==> src/hw/rtl/multilevel_queue_store_core_defines.svh <==
// assertion macros for the multilevel queue store
// needs i_clk and i_rst_n in the module that uses them
`ifndef MULTILEVEL_QUEUE_STORE_CORE_DEFINES_SVH
`define MULTILEVEL_QUEUE_STORE_CORE_DEFINES_SVH

// property holds in the same cycle as its trigger
`define MQS_ASSERT_NOW(label, trig, prop, msg) \
    label: assert property (@(posedge i_clk) disable iff (!i_rst_n) (trig) |-> (prop)) \
        else $error(msg);

// property holds in the cycle after its trigger
`define MQS_ASSERT_NEXT(label, trig, prop, msg) \
    label: assert property (@(posedge i_clk) disable iff (!i_rst_n) (trig) |=> (prop)) \
        else $error(msg);

`endif

==> src/hw/rtl/mqs_pkg.sv <==
// shared types and constants of the multilevel queue store
// no dependencies
package mqs_pkg;

    localparam int NUM_LEVELS_DEF      = 5;
    localparam int SLOTS_PER_QUEUE_DEF = 64;

    localparam int OP_W   = 2;
    localparam int QSEL_W = 3;
    localparam int PID_W  = 6;
    localparam int STAT_W = 3;

    localparam logic [OP_W-1:0] OP_ENQ = 2'd0;
    localparam logic [OP_W-1:0] OP_DEQ = 2'd1;
    localparam logic [OP_W-1:0] OP_REM = 2'd2;

    localparam logic [STAT_W-1:0] ST_OK       = 3'd0;
    localparam logic [STAT_W-1:0] ST_FULL     = 3'd1;
    localparam logic [STAT_W-1:0] ST_EMPTY    = 3'd2;
    localparam logic [STAT_W-1:0] ST_NOTFOUND = 3'd3;
    localparam logic [STAT_W-1:0] ST_BADQ     = 3'd4;

    typedef struct packed {
        logic [OP_W-1:0]   opcode;
        logic [QSEL_W-1:0] queue_sel;
        logic [PID_W-1:0]  proc_id;
    } t_req;

    typedef struct packed {
        logic [STAT_W-1:0] status;
        logic [PID_W-1:0]  result_id;
    } t_res;

    // controller to datapath
    typedef struct packed {
        logic load;
        logic eval;
        logic scan;
    } t_dp_cmd;

    // datapath to controller
    typedef struct packed {
        logic eval_scan;
        logic scan_fin;
    } t_dp_stat;

endpackage

==> src/hw/rtl/mqs_ctrl.sv <==
// sequencing state machine of the multilevel queue store
// depends on mqs_pkg
module mqs_ctrl (
    input  logic             i_clk,
    input  logic             i_rst_n,
    input  logic             i_req_valid,
    output logic             o_req_stall,
    input  logic             i_out_free,
    output logic             o_publish,
    input  mqs_pkg::t_dp_stat i_stat,
    output mqs_pkg::t_dp_cmd  o_cmd
);
    import mqs_pkg::*;

    typedef enum logic [3:0] {
        S_IDLE = 4'b0001,
        S_EVAL = 4'b0010,
        S_SCAN = 4'b0100,
        S_DONE = 4'b1000
    } t_state;

    t_state r_state, n_state;

    always_ff @(posedge i_clk) begin
        if (!i_rst_n) begin
            r_state <= S_IDLE;
        end else begin
            r_state <= n_state;
        end
    end

    always_comb begin
        n_state   = r_state;
        o_cmd     = '0;
        o_publish = 1'b0;
        case (r_state)
            S_IDLE: begin
                if (i_req_valid) begin
                    o_cmd.load = 1'b1;
                    n_state    = S_EVAL;
                end
            end
            S_EVAL: begin
                o_cmd.eval = 1'b1;
                n_state    = i_stat.eval_scan ? S_SCAN : S_DONE;
            end
            S_SCAN: begin
                o_cmd.scan = 1'b1;
                if (i_stat.scan_fin) begin
                    n_state = S_DONE;
                end
            end
            S_DONE: begin
                // wait for the output register to drain
                if (i_out_free) begin
                    o_publish = 1'b1;
                    n_state   = S_IDLE;
                end
            end
            default: begin
                n_state = S_IDLE;
            end
        endcase
    end

    assign o_req_stall = (r_state != S_IDLE);

endmodule

==> src/hw/rtl/mqs_datapath.sv <==
// slot memory, fill counters, scan and shift datapath
// depends on mqs_pkg and the assertion macro header
`include "multilevel_queue_store_core_defines.svh"
module mqs_datapath #(
    parameter int NUM_LEVELS      = mqs_pkg::NUM_LEVELS_DEF,
    parameter int SLOTS_PER_QUEUE = mqs_pkg::SLOTS_PER_QUEUE_DEF
) (
    input  logic              i_clk,
    input  logic              i_rst_n,
    input  mqs_pkg::t_req     i_req,
    input  mqs_pkg::t_dp_cmd  i_cmd,
    output mqs_pkg::t_dp_stat o_stat,
    output mqs_pkg::t_res     o_res
);
    import mqs_pkg::*;

    localparam int FILL_W = $clog2(SLOTS_PER_QUEUE);
    localparam int LVL_W  = (NUM_LEVELS > 1) ? $clog2(NUM_LEVELS) : 1;
    localparam int DEPTH  = NUM_LEVELS * SLOTS_PER_QUEUE;
    localparam int ADDR_W = $clog2(DEPTH);

    logic [PID_W-1:0]  r_mem [DEPTH];
    logic [PID_W-1:0]  r_rd_data;
    logic [FILL_W-1:0] r_fill [NUM_LEVELS];

    t_req              r_req;
    logic [FILL_W-1:0] r_n;
    logic [ADDR_W-1:0] r_base;
    logic [FILL_W-1:0] r_rd_idx;
    logic [FILL_W-1:0] r_chk_idx;
    logic              r_rd_vld;
    logic              r_found;
    logic [STAT_W-1:0] r_status;
    logic [PID_W-1:0]  r_res_id;

    logic [LVL_W-1:0]  lvl;
    logic              bad;
    logic [FILL_W-1:0] n_cur;
    logic              full;
    logic              empty;
    logic [ADDR_W-1:0] base_cur;
    logic              enq_ok;
    logic              rd_en;
    logic              proc;
    logic              match;
    logic              shift_we;
    logic              scan_fin;
    logic              wr_en;
    logic [ADDR_W-1:0] wr_addr;
    logic [PID_W-1:0]  wr_data;
    logic [ADDR_W-1:0] rd_addr;

    assign lvl = r_req.queue_sel[LVL_W-1:0];
    assign bad = ({1'b0, r_req.queue_sel} >= (QSEL_W+1)'(NUM_LEVELS)) ||
                 (r_req.opcode != OP_ENQ && r_req.opcode != OP_DEQ &&
                  r_req.opcode != OP_REM);
    assign n_cur    = bad ? '0 : r_fill[lvl];
    assign full     = (n_cur == FILL_W'(SLOTS_PER_QUEUE - 1));
    assign empty    = (n_cur == '0);
    assign base_cur = ADDR_W'(lvl) * ADDR_W'(SLOTS_PER_QUEUE);
    assign enq_ok   = i_cmd.eval && !bad && (r_req.opcode == OP_ENQ) && !full;

    assign o_stat.eval_scan = !bad && (r_req.opcode != OP_ENQ) && !empty;

    // one read issued per cycle, checked in the cycle after
    assign rd_en    = i_cmd.scan && (r_rd_idx < r_n);
    assign rd_addr  = r_base + ADDR_W'(r_rd_idx);
    assign proc     = i_cmd.scan && r_rd_vld;
    // dequeue takes the head, which is the first slot checked
    assign match    = proc && !r_found &&
                      ((r_req.opcode == OP_DEQ) || (r_rd_data == r_req.proc_id));
    assign shift_we = proc && r_found;
    assign scan_fin = proc && (r_chk_idx == r_n - FILL_W'(1));
    assign o_stat.scan_fin = scan_fin;

    assign wr_en   = enq_ok || shift_we;
    assign wr_addr = enq_ok ? (base_cur + ADDR_W'(n_cur))
                            : (r_base + ADDR_W'(r_chk_idx) - ADDR_W'(1));
    assign wr_data = enq_ok ? r_req.proc_id : r_rd_data;

    always_ff @(posedge i_clk) begin
        if (wr_en) begin
            r_mem[wr_addr] <= wr_data;
        end
        if (rd_en) begin
            r_rd_data <= r_mem[rd_addr];
        end
    end

    always_ff @(posedge i_clk) begin
        if (!i_rst_n) begin
            for (int i = 0; i < NUM_LEVELS; i++) begin
                r_fill[i] <= '0;
            end
            r_rd_vld <= 1'b0;
            r_found  <= 1'b0;
        end else begin
            // no read is issued during evaluation, so this also clears it there
            r_rd_vld <= rd_en;
            if (i_cmd.eval) begin
                r_found  <= 1'b0;
            end else if (match) begin
                r_found <= 1'b1;
            end
            if (enq_ok) begin
                r_fill[lvl] <= n_cur + FILL_W'(1);
            end else if (scan_fin && (r_found || match)) begin
                r_fill[lvl] <= r_n - FILL_W'(1);
            end
        end
    end

    always_ff @(posedge i_clk) begin
        if (i_cmd.load) begin
            r_req <= i_req;
        end
        if (i_cmd.eval) begin
            r_n      <= n_cur;
            r_base   <= base_cur;
            r_rd_idx <= '0;
            r_res_id <= '0;
            if (bad) begin
                r_status <= ST_BADQ;
            end else if (r_req.opcode == OP_ENQ) begin
                r_status <= full ? ST_FULL : ST_OK;
            end else begin
                r_status <= empty ? ST_EMPTY : ST_OK;
            end
        end else begin
            if (rd_en) begin
                r_rd_idx <= r_rd_idx + FILL_W'(1);
            end
            if (match) begin
                r_res_id <= r_rd_data;
            end
            if (scan_fin && !(r_found || match)) begin
                r_status <= ST_NOTFOUND;
            end
        end
        r_chk_idx <= r_rd_idx;
    end

    assign o_res.status    = r_status;
    assign o_res.result_id = r_res_id;

    `MQS_ASSERT_NOW(a_shift_after_hit, shift_we, r_found && !enq_ok, "shift without a hit")
    `MQS_ASSERT_NOW(a_read_live, rd_en, r_rd_idx < r_n, "read past the live entries")
    `MQS_ASSERT_NEXT(a_enq_fill, enq_ok, r_fill[$past(lvl)] == $past(n_cur) + FILL_W'(1),
        "fill count not bumped on enqueue")

endmodule

==> src/hw/rtl/multilevel_queue_store_core.sv <==
// Multilevel queue store: one request at a time, one result per request.
// Enqueue and the bad-queue, full and empty results go from evaluation straight to the done state;
// dequeue and remove otherwise scan the addressed queue through the slot memory's
// single read port, one slot per cycle.
// The result enters the output register from the done state once that register is free.
// Synchronous active-low reset clears fill counts and control; slots stay unwritten.
module multilevel_queue_store_core #(
    parameter int NUM_LEVELS      = mqs_pkg::NUM_LEVELS_DEF,
    parameter int SLOTS_PER_QUEUE = mqs_pkg::SLOTS_PER_QUEUE_DEF
) (
    input  logic          i_clk,
    input  logic          i_rst_n,
    input  logic          i_req_valid,
    output logic          o_req_stall,
    input  mqs_pkg::t_req i_req,
    output logic          o_res_valid,
    input  logic          i_res_stall,
    output mqs_pkg::t_res o_res
);
    import mqs_pkg::*;

    t_dp_cmd  cmd;
    t_dp_stat stat;
    t_res     dp_res;
    logic     publish;
    logic     out_free;
    logic     r_out_vld;
    t_res     r_out;

    assign out_free = !r_out_vld || !i_res_stall;

    mqs_ctrl u_ctrl (
        .i_clk       (i_clk),
        .i_rst_n     (i_rst_n),
        .i_req_valid (i_req_valid),
        .o_req_stall (o_req_stall),
        .i_out_free  (out_free),
        .o_publish   (publish),
        .i_stat      (stat),
        .o_cmd       (cmd)
    );

    mqs_datapath #(
        .NUM_LEVELS      (NUM_LEVELS),
        .SLOTS_PER_QUEUE (SLOTS_PER_QUEUE)
    ) u_datapath (
        .i_clk   (i_clk),
        .i_rst_n (i_rst_n),
        .i_req   (i_req),
        .i_cmd   (cmd),
        .o_stat  (stat),
        .o_res   (dp_res)
    );

    // output register decouples the result from the next request
    always_ff @(posedge i_clk) begin
        if (!i_rst_n) begin
            r_out_vld <= 1'b0;
        end else if (publish) begin
            r_out_vld <= 1'b1;
        end else if (!i_res_stall) begin
            r_out_vld <= 1'b0;
        end
    end

    always_ff @(posedge i_clk) begin
        if (publish) begin
            r_out <= dp_res;
        end
    end

    assign o_res_valid = r_out_vld;
    assign o_res       = r_out;

endmodule
==> config.mk <==
export PLATFORM = sky130hd
export DESIGN_NAME = multilevel_queue_store_core
export DESIGN_NICKNAME = d
export VERILOG_FILES = /design/src/hw/rtl/mqs_pkg.sv /design/src/hw/rtl/mqs_ctrl.sv /design/src/hw/rtl/mqs_datapath.sv /design/src/hw/rtl/multilevel_queue_store_core.sv
export VERILOG_INCLUDE_DIRS = /design/src /design/src/hw/rtl
export SDC_FILE = /design/constraint.sdc
export NUM_CORES = 2
export LEC_CHECK = 0
export BUFFER_PORTS_ARGS = -buffer_cell sky130_fd_sc_hd__buf_2
export CORE_MARGIN = 8
export CORE_UTILIZATION = 40
export CTS_BUF_LIST = sky130_fd_sc_hd__clkbuf_8
export DETAILED_ROUTE_END_ITERATION = 10
export HOLD_SLACK_MARGIN = 0.03
export PLACE_DENSITY_LB_ADDON = 0.08
export REMOVE_ABC_BUFFERS = 1
export SKIP_CTS_REPAIR_TIMING = 1
export SYNTH_ARGS = -nofsm -noshare
export SYNTH_HDL_FRONTEND = slang
export SYNTH_SLANG_ARGS = --single-unit
==> constraint.sdc <==
create_clock -name i_clk -period 4.9 [get_ports i_clk]
set_clock_uncertainty 0.2 [all_clocks]
set_input_delay 0.98 -clock i_clk [delete_from_list [all_inputs] [get_ports i_clk]]
set_output_delay 0.98 -clock i_clk [all_outputs]
set_load 0.1 [all_outputs]
==> results.txt <==
- The run finished with clean final reports.
- Storage cell area: 60800 um2
* Number of fill cells: 17300
- The first global-routing pass estimated 316000 um of wire.
* Number of synthesized flops with an enable pin: 2006
* Initial Utilization: 40.2%
* Setup slack of the critical path after layout: 413 ps
- Summed over all cells, the static leakage comes to 28.3 nW.
- The floorplan step defined a die boundary enclosing 215000 um2.
- Placeable Area: 199000 um2
* First-pass iteration count of the detailed router: 5
* Fraction of final layout cells with drive strength greater than 1: 24.6%
- At the end of routability-driven placement, the weighted congestion stood at 0.817.
* Final setup violation count: 0
- Count of vias placed by the detailed router: 41800
* Worst r2r path cells: 11
- VDD IR max: 0.260 mV
* Slowest cell delay on critical path: 690 ps
- Slew HR: 22.7%
- Arr. time, crit path: 4890 ps
* Highest fanout seen on the critical path: 8
* Highest Clock Rate: 223 MHz
- Clock sinks: 2034
* Die Span X: 464 um
* Area added between synthesis and finish: 14.3%
- Register area share after synthesis: 75.8%
- Detailed placement finished with a half-perimeter wire length of 135000 um.
- Multi-input gate area in the final layout: 18300 um2
- TritonCTS built the clock tree.
* DRC violation count after routing: 0
- In this run the deepest clock path goes through 4 buffers.
* Top cell type by total area after synthesis: sky130_fd_sc_hd__edfxtp_1
* Clk Tree Root Cell: sky130_fd_sc_hd__clkbuf_8
* Critical path class: flop to flop
- In this run the worst hold path is classified as input port to flop.
- By area the synthesized netlist is led by sky130_fd_sc_hd__edfxtp_1, sky130_fd_sc_hd__mux4_2, sky130_fd_sc_hd__mux2i_1, sky130_fd_sc_hd__nor2_1, sky130_fd_sc_hd__mux2_2.
- Number of rows created at floorplan: 164
* Area share of the largest cell type after synthesis: 75.1%
* Boundary pin count: 26
- Post-synthesis instance total: 4232
- WP buf/inv: 3
- For flop-to-flop paths, the worst setup slack is 410 ps.
* Count of routing violations after the opening detailed-route iteration: 3719
- Prior to clock tree synthesis, the placed netlist has a worst setup slack of 472 ps.
- Most frequent cell on the critical path: sky130_fd_sc_hd__inv_1
* Max capacitance violation total: 0
- Setup repair after global routing left no endpoint under its margin.
- Area of the mapped netlist: 80200 um2
- Die Span Y: 464 um
- The H-tree was split into 5 levels.
- Share of async-settable or async-resettable flops after synthesis: 0%
- Number of distinct standard cells referenced by the synthesized netlist: 69
- In the layout the commonest cells are sky130_fd_sc_hd__edfxtp_1, sky130_fd_sc_hd__nor2_1, sky130_fd_sc_hd__clkbuf_8.
- Kind of end point of the critical path: flop
- Worst slack on hold paths: 184 ps
- Entering global routing, the biggest net connects 91 pins.
- Count of input and output buffers: 25
* Detail Route Antenna Nets: 0
* Reg clk slew, reported paths: 60 ps
* Endpoint of the most critical register-to-register path: u_datapath.r_mem[51][2]$_DFFE_PP_
- The number of global-route vias before repair was 43100.
- Cell family with the largest share of critical-path delay: simple AND/OR/NAND/NOR gates
- The initial antenna violation count is 7.
- Final critical path time including I/O delays and setup: 4490 ps
- CP Capture Point: u_datapath.r_mem[51][2]$_DFFE_PP_
- Tot GR Track Use: 19.9%
* Post-detailed-route via-to-cell ratio: 5.54
- Kind of start point of the critical path: flop
- Share of the cycle needed by the critical path after routing: 91.6%
- Flops & latches, synth: 2034
- Number of clock buffers inserted by TritonCTS: 361
- In this run the number of cells on the critical path is 11.
- List of cells traversed by the critical path: mux4_2 -> nand2_1 -> a21o_1 -> inv_1 -> ha_1 -> inv_1 -> o41ai_1 -> and2_1 -> nand2_2 -> buf_4 -> nor2_1
* Cell with the biggest individual delay on the critical path: sky130_fd_sc_hd__o41ai_1
* Insertion delay of the later-clocked pin in the worst-skew pair: 1070 ps
- Final hold vios: 0
- Nets: 4659
- During synthesis, Yosys emitted a total of 0 warnings.
- At the pin with the least slew margin, the transition time is 1150 ps.
* Most frequent standard cell in the layout excluding fill and tap cells: sky130_fd_sc_hd__edfxtp_1
- Fin. max-slew vios: 0
- In the final timing run, aggregate negative setup slack is 0 ps.
* Areal power density over the cells: 369 nW/um2
* CP required: 5300 ps
- Drt wl/cell: 29.1 um
- For this run, the leading register cell type out of synthesis is sky130_fd_sc_hd__edfxtp_1.
* Per-instance average area after synthesis: 19.0 um2
- Total detailed-routing wirelength: 219000 um
- After global routing the overflow that remains totals 0.
-- metal layers --
layer | vias to the layer above | GRT usage [%] | part of all wire (%)
met2 | 1282 | 30.9 | 46
met1 | 22100 | 28.9 | 46
li1 | 18000 | - | -
met5 | - | 0 | 0
met3 | 329 | 3.83 | 5.7
met4 | 0 | 5.56 | 2.3
-- flip-flops by register name (all words and copies together), names as in the netlist, 3 cells and up, named ones only --
signal / count
u_datapath.r_rd_data: 6
u_datapath.r_rd_idx: 6
u_datapath.r_mem: 1920
u_datapath.r_chk_idx: 6
u_datapath.r_fill: 48
u_datapath.lvl: 3
u_datapath.r_status: 3
u_datapath.r_base: 3
u_ctrl.r_state: 4
u_datapath.r_req: 8
u_datapath.r_n: 6
o_res: 9
u_datapath.r_res_id: 6
-- per-stage QoR --
stage / total power [mW] / area, um2 / utilization, % / cells
2_1_floorplan: 20.2 / 79000 / - / 3966
3_3_place_gp: 20.2 / 85300 / 42.8 / 6914
3_5_place_dp: 20.2 / 85300 / 42.8 / 6914
4_1_cts: 34.3 / 91600 / 45.9 / 7526
5_1_grt: 35.1 / 91700 / 46.0 / 7540
6_report: 33.9 / 91700 / 46.0 / 7541
-- synth_stat cells, types with 6 or more instances --
| cell | n |
|---|---|
| sky130_fd_sc_hd__mux2_2 | 112 |
| sky130_fd_sc_hd__nand2_1 | 119 |
| sky130_fd_sc_hd__nor2b_1 | 9 |
| sky130_fd_sc_hd__nor2_1 | 429 |
| sky130_fd_sc_hd__clkbuf_1 | 105 |
| sky130_fd_sc_hd__o2111ai_1 | 6 |
| sky130_fd_sc_hd__o21ai_1 | 6 |
| sky130_fd_sc_hd__nand2b_1 | 14 |
| sky130_fd_sc_hd__o221ai_1 | 60 |
| sky130_fd_sc_hd__nand3b_1 | 6 |
| sky130_fd_sc_hd__o22ai_1 | 84 |
| sky130_fd_sc_hd__and2_1 | 9 |
| sky130_fd_sc_hd__xnor2_1 | 8 |
| sky130_fd_sc_hd__a31oi_1 | 9 |
| sky130_fd_sc_hd__dfxtp_1 | 28 |
| sky130_fd_sc_hd__mux2i_1 | 239 |
| sky130_fd_sc_hd__a22o_1 | 28 |
| sky130_fd_sc_hd__buf_4 | 17 |
| sky130_fd_sc_hd__nor3b_1 | 12 |
| sky130_fd_sc_hd__a221oi_1 | 7 |
| sky130_fd_sc_hd__edfxtp_1 | 2006 |
| sky130_fd_sc_hd__nor4_1 | 8 |
| sky130_fd_sc_hd__a21oi_1 | 95 |
| sky130_fd_sc_hd__inv_1 | 27 |
| sky130_fd_sc_hd__buf_1 | 37 |
| sky130_fd_sc_hd__nand3_1 | 35 |
| sky130_fd_sc_hd__o41ai_1 | 9 |
| sky130_fd_sc_hd__buf_2 | 102 |
| sky130_fd_sc_hd__a211oi_1 | 35 |
| sky130_fd_sc_hd__nor3_1 | 37 |
| sky130_fd_sc_hd__ha_1 | 10 |
| sky130_fd_sc_hd__mux4_2 | 332 |
| sky130_fd_sc_hd__a21o_1 | 8 |
| sky130_fd_sc_hd__xor2_1 | 12 |
| sky130_fd_sc_hd__a22oi_1 | 52 |
| sky130_fd_sc_hd__o21ai_0 | 20 |
| sky130_fd_sc_hd__a2111oi_0 | 36 |
-- where the power goes --
group | internal [mW] | switching (mW) | total, mW | leakage (nW)
clock network | 7.24 | 6.78 | 14.0 | 3.63
registers | 18.9 | 0.0397 | 18.9 | 18.3
logic | 0.399 | 0.496 | 0.895 | 6.37
-- worst min path at each step --
stage                                              start                        endpoint  slack [ps]  cells after the start
finish                                       i_req_valid  u_ctrl.r_state[1]$_SDFFE_PN0P_         180                      4
global route                                 i_req_valid  u_ctrl.r_state[1]$_SDFFE_PN0P_         130                      4
CTS                                            i_req[10]  u_datapath.r_req[10]$_DFFE_PP_        -220                      1
detailed placement  u_datapath.r_status[2]$_SDFFCE_PN0P_              o_res[8]$_DFFE_PP_         250                      0
global placement    u_datapath.r_status[0]$_SDFFCE_PN1P_              o_res[6]$_DFFE_PP_         250                      0
floorplan           u_datapath.r_status[0]$_SDFFCE_PN1P_              o_res[6]$_DFFE_PP_         200                      0
-- worst reg2reg max path: stages, from the launching register on --
cell and delay (ps):
sky130_fd_sc_hd__dfxtp_1 520, sky130_fd_sc_hd__mux4_2 300, sky130_fd_sc_hd__nand2_1 70, sky130_fd_sc_hd__a21o_1 240, sky130_fd_sc_hd__inv_1 120, sky130_fd_sc_hd__ha_1 240
sky130_fd_sc_hd__inv_1 60, sky130_fd_sc_hd__o41ai_1 690, sky130_fd_sc_hd__and2_1 370, sky130_fd_sc_hd__nand2_2 360, sky130_fd_sc_hd__buf_4 360, sky130_fd_sc_hd__nor2_1 520
-- cells by family after synthesis --
kind of cell / synth area share, %
simple gates: 3.78
mux: 14.1
flops: 75.8
compound gates: 4.19
buf+inv: 1.67
xor+xnor: 0.303
fa+ha+maj: 0.156
-- layout make-up --
cell class / count / share of cell area [%]
Sequential cell: 2034 / 66.3
Clock inverter: 239 / 1.19
Tap cell: 2656 / 3.62
Inverter: 30 / 0.123
Multi-Input combinational cell: 1902 / 19.9
Antenna cell: 2 / 0.00546
Timing Repair Buffer: 305 / 3.21
Clock buffer: 373 / 5.60
Power figures use the tool's default switching activity.
